**config.mk**
```make
export PLATFORM = sky130hd
export DESIGN_NAME = palette_tint_fade_rgb555_top_flat
export DESIGN_NICKNAME = d
export VERILOG_FILES = /design/src/hw/rtl/ptf_pkg.sv /design/src/hw/rtl/ptf_if.sv /design/src/hw/rtl/palette_tint_fade_rgb555_top.sv /design/src/flat_wrapper.sv
export SDC_FILE = /design/constraint.sdc
export NUM_CORES = 1
export LEC_CHECK = 0
export BUFFER_PORTS_ARGS = -buffer_cell sky130_fd_sc_hd__buf_2
export CAP_MARGIN = 10
export CORE_UTILIZATION = 39
export CTS_CLUSTER_SIZE = 12
export DETAILED_ROUTE_END_ITERATION = 8
export PLACE_DENSITY_LB_ADDON = 0.2
export SKIP_CTS_REPAIR_TIMING = 1
export SLEW_MARGIN = 0
export SYNTH_ARGS = -nofsm -noshare
export SYNTH_HDL_FRONTEND = slang
export SYNTH_SLANG_ARGS = --single-unit
```
**constraint.sdc**
```tcl
create_clock -name clk -period 5 [get_ports clk]
set_clock_uncertainty 0.15 [all_clocks]
set_input_delay 0.75 -clock clk [delete_from_list [all_inputs] [get_ports clk]]
set_output_delay 0.75 -clock clk [all_outputs]
set_load 0.02 [all_outputs]
```
**src/hw/rtl/ptf_pkg.sv**
```systemverilog
// ----------------------------------------------------------------------------
// ptf_pkg: shared types and constants of the palette tint/fade unit
// channel width of rgb555, register indexes and the per-channel tint function
// ----------------------------------------------------------------------------
`default_nettype none

package ptf_pkg;

	localparam int ChW       = 5;
	localparam int ColorW    = 16;
	localparam int TintW     = 15;
	localparam int DeltaW    = 8;
	localparam int LevelW    = 8;
	localparam int AccW      = 16;
	localparam int CfgIdxW   = 2;
	localparam int CfgDataW  = 16;

	localparam logic [ChW-1:0] ChMax = 5'd31;

	typedef logic [ChW-1:0]    chan_t;
	typedef logic [LevelW-1:0] level_t;
	typedef logic [AccW-1:0]   acc_t;

	typedef enum logic [CfgIdxW-1:0] {
		CFG_RED_DELTA   = 2'd0,
		CFG_GREEN_DELTA = 2'd1,
		CFG_BLUE_DELTA  = 2'd2,
		CFG_FADE_RATE   = 2'd3
	} cfg_idx_t;

	// channel plus delta times level, clamped to 0..31
	// 17-bit signed holds -32640..32416 without wrap
	function automatic chan_t tint_ch(chan_t ch, logic signed [DeltaW-1:0] delta,
			level_t level);
		logic signed [16:0] prod;
		logic signed [16:0] sum;
		chan_t              res;
		prod = 17'(delta * $signed({1'b0, level}));
		sum  = prod + $signed({12'd0, ch});
		if (sum < 0) begin
			res = '0;
		end else if (sum > $signed({12'd0, ChMax})) begin
			res = ChMax;
		end else begin
			res = sum[ChW-1:0];
		end
		return res;
	endfunction

endpackage

`default_nettype wire

```
**src/hw/rtl/ptf_if.sv**
```systemverilog
// ----------------------------------------------------------------------------
// ptf_if: stream interfaces of the palette tint/fade unit
// base colour words in, tinted colour words out, valid/ready handshake
// ----------------------------------------------------------------------------
`default_nettype none

interface ptf_base_if;
	logic                       valid;
	logic                       ready;
	logic [ptf_pkg::ColorW-1:0] base_color;
	logic                       pass_end;

	modport source (output valid, output base_color, output pass_end, input ready);
	modport sink   (input valid, input base_color, input pass_end, output ready);
endinterface

interface ptf_tint_if;
	logic                      valid;
	logic                      ready;
	logic [ptf_pkg::TintW-1:0] tinted_color;
	logic                      result_last;

	modport source (output valid, output tinted_color, output result_last, input ready);
	modport sink   (input valid, input tinted_color, input result_last, output ready);
endinterface

`default_nettype wire

```
**src/hw/rtl/palette_tint_fade_rgb555_top.sv**
```systemverilog
// ----------------------------------------------------------------------------
// palette_tint_fade_rgb555_top: rgb555 palette tint with per-pass fade level
// base word goes through input reg, then result reg, before its tint word is valid
// one word per cycle unless tint stalls; that back-pressures base via the result reg
// arst_n clears valids, fade accumulator, fade level and the delta/rate registers
// ----------------------------------------------------------------------------
`default_nettype none

module palette_tint_fade_rgb555_top (
	input  wire logic                         clk,
	input  wire logic                         arst_n,
	input  wire logic                         cfg_we,
	input  wire logic [ptf_pkg::CfgIdxW-1:0]  cfg_index,
	input  wire logic [ptf_pkg::CfgDataW-1:0] cfg_data,
	ptf_base_if.sink                          base,
	ptf_tint_if.source                        tint
);

	// configuration registers
	logic [ptf_pkg::DeltaW-1:0] red_delta_q;
	logic [ptf_pkg::DeltaW-1:0] green_delta_q;
	logic [ptf_pkg::DeltaW-1:0] blue_delta_q;
	ptf_pkg::acc_t              fade_rate_q;

	// fade state, advanced when a pass-end word is taken
	ptf_pkg::acc_t   fade_acc_q;
	ptf_pkg::level_t fade_level_q;

	// stage 1: captured word with the level that applied when it arrived
	logic                      valid_s1;
	logic [ptf_pkg::TintW-1:0] color_s1;
	logic                      last_s1;
	ptf_pkg::level_t           level_s1;

	// stage 2: result register, drives the tint channel
	logic                      valid_s2;
	logic [ptf_pkg::TintW-1:0] tint_s2;
	logic                      last_s2;

	logic          take_base;
	logic          move_s2;
	logic          move_s1;
	ptf_pkg::acc_t fade_acc_next;
	ptf_pkg::chan_t r_ch, g_ch, b_ch;

	// result register frees when empty or being taken; stage 1 frees likewise
	assign move_s2   = !valid_s2 || tint.ready;
	assign move_s1   = !valid_s1 || move_s2;
	assign base.ready = move_s1;
	assign take_base = base.valid && base.ready;

	assign fade_acc_next = fade_acc_q + fade_rate_q;

	always_ff @(posedge clk or negedge arst_n) begin
		if (!arst_n) begin
			red_delta_q   <= '0;
			green_delta_q <= '0;
			blue_delta_q  <= '0;
			fade_rate_q   <= '0;
		end else if (cfg_we) begin
			case (ptf_pkg::cfg_idx_t'(cfg_index))
				ptf_pkg::CFG_RED_DELTA:   red_delta_q   <= cfg_data[ptf_pkg::DeltaW-1:0];
				ptf_pkg::CFG_GREEN_DELTA: green_delta_q <= cfg_data[ptf_pkg::DeltaW-1:0];
				ptf_pkg::CFG_BLUE_DELTA:  blue_delta_q  <= cfg_data[ptf_pkg::DeltaW-1:0];
				ptf_pkg::CFG_FADE_RATE:   fade_rate_q   <= cfg_data[ptf_pkg::AccW-1:0];
				default: ;
			endcase
		end
	end

	// level update lands after the pass-end word has latched the old level
	always_ff @(posedge clk or negedge arst_n) begin
		if (!arst_n) begin
			fade_acc_q   <= '0;
			fade_level_q <= '0;
		end else if (take_base && base.pass_end) begin
			fade_acc_q   <= fade_acc_next;
			fade_level_q <= fade_acc_next[ptf_pkg::AccW-1 -: ptf_pkg::LevelW];
		end
	end

	always_ff @(posedge clk or negedge arst_n) begin
		if (!arst_n) begin
			valid_s1 <= 1'b0;
		end else if (move_s1) begin
			valid_s1 <= base.valid;
		end
	end

	// bit 15 of the base word is not kept
	always_ff @(posedge clk) begin
		if (take_base) begin
			color_s1 <= base.base_color[ptf_pkg::TintW-1:0];
			last_s1  <= base.pass_end;
			level_s1 <= fade_level_q;
		end
	end

	// three independent multiply-and-clamp paths
	assign r_ch = ptf_pkg::tint_ch(color_s1[4:0],   $signed(red_delta_q),   level_s1);
	assign g_ch = ptf_pkg::tint_ch(color_s1[9:5],   $signed(green_delta_q), level_s1);
	assign b_ch = ptf_pkg::tint_ch(color_s1[14:10], $signed(blue_delta_q),  level_s1);

	always_ff @(posedge clk or negedge arst_n) begin
		if (!arst_n) begin
			valid_s2 <= 1'b0;
		end else if (move_s2) begin
			valid_s2 <= valid_s1;
		end
	end

	always_ff @(posedge clk) begin
		if (move_s2 && valid_s1) begin
			tint_s2 <= {b_ch, g_ch, r_ch};
			last_s2 <= last_s1;
		end
	end

	assign tint.valid        = valid_s2;
	assign tint.tinted_color = tint_s2;
	assign tint.result_last  = last_s2;

endmodule

`default_nettype wire

```
**src/flat_wrapper.sv**
```systemverilog
// flat-port wrapper written by rule: the top's interface ports become plain ports
module palette_tint_fade_rgb555_top_flat 
  (clk, arst_n, cfg_we, cfg_index, cfg_data, base_valid, base_base_color, base_pass_end, base_ready, tint_valid, tint_tinted_color, tint_result_last, tint_ready);
  ptf_base_if base_i ();
  ptf_tint_if tint_i ();
  input  wire logic clk;
  input  wire logic arst_n;
  input  wire logic cfg_we;
  input  wire logic [ptf_pkg::CfgIdxW-1:0] cfg_index;
  input  wire logic [ptf_pkg::CfgDataW-1:0] cfg_data;
  input wire logic [$bits(base_i.valid)-1:0] base_valid;
  input wire logic [$bits(base_i.base_color)-1:0] base_base_color;
  input wire logic [$bits(base_i.pass_end)-1:0] base_pass_end;
  output wire logic [$bits(base_i.ready)-1:0] base_ready;
  output wire logic [$bits(tint_i.valid)-1:0] tint_valid;
  output wire logic [$bits(tint_i.tinted_color)-1:0] tint_tinted_color;
  output wire logic [$bits(tint_i.result_last)-1:0] tint_result_last;
  input wire logic [$bits(tint_i.ready)-1:0] tint_ready;
  assign base_i.valid = base_valid;
  assign base_i.base_color = base_base_color;
  assign base_i.pass_end = base_pass_end;
  assign base_ready = base_i.ready;
  assign tint_valid = tint_i.valid;
  assign tint_tinted_color = tint_i.tinted_color;
  assign tint_result_last = tint_i.result_last;
  assign tint_i.ready = tint_ready;
  palette_tint_fade_rgb555_top u_core (.clk(clk), .arst_n(arst_n), .cfg_we(cfg_we), .cfg_index(cfg_index), .cfg_data(cfg_data), .base(base_i), .tint(tint_i));
endmodule
```
==> metrics <==
status complete, but fails checks; failing checks negative setup slack; initial antenna violation count 0; syn nets 1472; cell mode on critical path fa_1; clk_lat worst skew 0.37 ns; RSZ-0062 raised after global routing true; register clock-pin slew on the reported worst setup and hold paths 0.07 ns; vias in the first global route 8346; crit share post-route 102.5%; via count 8444; Via density 4.898; FILL cells 2751; number of max-cap violations 0; Crit path max-delay family adder cells; grt ovf 0; Synth cell types 62; die area 29770 sq um; CTS Sinks 98; kind of critical path reg -> reg; final WL 24.69 mm; Slew @ Worst Pin 0.9826 ns; post-synthesis sequential area ratio 23.39%; drt drc 0; synth warn 0; Slew Viols, Final 0; Hold Crit Class reg -> reg; Die X 172.5 um; port bufs 56; Final Critical Period 5.127 ns; Initial Util 39.62%; CTS H-tree depth 3; total track usage 17.11%; final worst slack -0.1272 ns; Core Rows 62; Nets 1643; WP data arrival 5.09 ns; first-pass GRT wire length 41.17 mm; Area Growth Syn to Fin 22.66%; ratio of cells with drive above 1 in the final layout 25.75%; ANT nets after route 0; Fmax achieved 195.0 MHz; CTS max path bufs 2; Rel. slew slack 34.49%; Synth Instances 1164; asr flop ratio synth 59.18%; TritonCTS buffer count 9; Avg Cell Area, Syn 9.744 sq um; core area 28630 sq um; Seq. cell area 2654 sq um; wire length per cell 14.32 um; CP startpoint kind flip-flop; # setup viols final 10; EDFF count, synth 40; antenna cells 0; Buf+Inv Stages, Crit Path 7; DR iter-0 viols 307; Post-synth top flop dfrtp_1; top-area cell type share of the netlist area 21.89%; CP max FO 5; cell taking the most area after synthesis fa_1; largest net degree at the start of global routing 59; post-DP HPWL 19.33 mm; CTS tree built; accumulated negative setup slack -0.8488 ns; gpl congestion 0.8061; Critical Path RT 4.97 ns; I/O pin count 58; critical-path cell list buf_6 > buf_12 > nand2_4 > fa_1 > fa_1 > inv_1 > fa_1 > inv_2 > fa_1 > inv_2 > ha_4 > nand3_1 > o211ai_1 > o41ai_4 > nor2_1 > nor3_2 > buf_4 > o21ai_2 > xnor2_1 > buf_4 > a21oi_2; number of synthesized register bits 98; CP peak stage delay 0.52 ns; CTS root buffer clkbuf_16; chip height 172.5 um; First-pass DRT Iterations 6; CP Capture Type flip-flop; slowest CP cell fa_1; area of the multi-input gates 8262 sq um; final hold viol count 0; top cells by area, synth fa_1 22%, ha_1 16%, dfrtp_1 13%; synthesized cell area 11340 sq um
## area by class of cell
class / instances / share of cell area (%)
Clock inverter: 5 / 0.3058
Tap cell: 384 / 3.454
Sequential cell: 98 / 19.08
Clock buffer: 11 / 1.826
Timing Repair Buffer: 187 / 10.41
Inverter: 205 / 5.549
Multi-Input combinational cell: 834 / 59.38
## layout by cell type (no fill, tap or decap), types with 41 or more instances in the layout
cell type,Yosys,final
buf_4,0,105
ha_1,144,131
mux2_2,41,41
dfrtp_1,58,57
and2_1,112,107
nor2_1,47,46
fa_1,124,116
nand2_1,94,87
inv_1,205,187
buf_2,1,57
## registers in the layout, indices dropped and copies added, names as in the netlist, 8 cells and up
| signal | count |
|---|---|
| u_core.fade_rate_q | 16 |
| u_core.color_s1 | 15 |
| u_core.tint.tinted_color | 15 |
| u_core.blue_delta_q | 8 |
| u_core.fade_acc_q | 8 |
| u_core.fade_level_q | 8 |
| u_core.green_delta_q | 8 |
| u_core.level_s1 | 8 |
| u_core.red_delta_q | 8 |
## cell usage after synthesis (all sizes together) (3+ instances only)
master and number:
fa 124, nor3 19, clkbuf 25, a21oi 44, mux2i 3, xor2 9
mux2 41, nand2 94, a211oi 8, nor4 7, nor2b 5, nand3b 3
o21a 11, xnor2 17, o21bai 6, or2 3, o221ai 3, nand4 4
o22ai 3, nand3 9, o31ai 6, a41oi 5, inv 205, dfrtp 58
nand2b 22, or3 5, nor2 47, a31oi 5, o21ai 36, and2 112
ha 144, o41ai 3, edfxtp 40, a21o 13
## worst paths after layout
path	startpoint	end	slack (ns)	cells after the start
min reg2reg	u_core.last_s1	u_core.tint.result_last	0.27	0
min	u_core.last_s1	u_core.tint.result_last	0.27	0
min in group asynchronous	arst_n	u_core.fade_rate_q[2]	0.37	2
max	u_core.level_s1[3]	u_core.tint.tinted_color[7]	-0.13	21
max in group asynchronous	arst_n	u_core.red_delta_q[1]	3.78	2
max reg2reg	u_core.level_s1[3]	u_core.tint.tinted_color[7]	-0.13	21
## cells by family after synthesis
logic type | after synthesis | share of synthesized area [%]
compound gates | 160 | 9.443
xor+xnor | 26 | 2.008
fa+ha+maj | 268 | 37.77
buf+inv | 232 | 7.689
flops | 98 | 23.39
mux | 44 | 4.335
simple gates | 336 | 15.37
## per-layer routing
metal | vias up | routed length (um) | GRT usage [%]
li1 | 4172 | - | -
met1 | 4135 | 12070 | 24.68
met2 | 118 | 11350 | 26.85
met3 | 19 | 939 | 2.551
met4 | 0 | 329 | 4.278
met5 | - | 0 | 0
## per-stage QoR
stage | setup WS (ns) | instances | cell area (sq um) | hold WS (ns) | utilization, %
after floorplan | 0.005200 | 1164 | 11350 | 0.2503 | -
after global placement | -0.2664 | 1683 | 12850 | 0.2627 | 44.88
after detailed placement | -0.3086 | 1683 | 12850 | 0.2575 | 44.88
after CTS | -0.3251 | 1699 | 13140 | 0.2730 | 45.91
after global routing | -0.3337 | 1724 | 13910 | 0.2830 | 48.60
final | -0.1272 | 1724 | 13910 | 0.2708 | 48.60
Power is not shown: default switching activity piles up to over one toggle a cycle in this logic, so the estimate is an artifact.
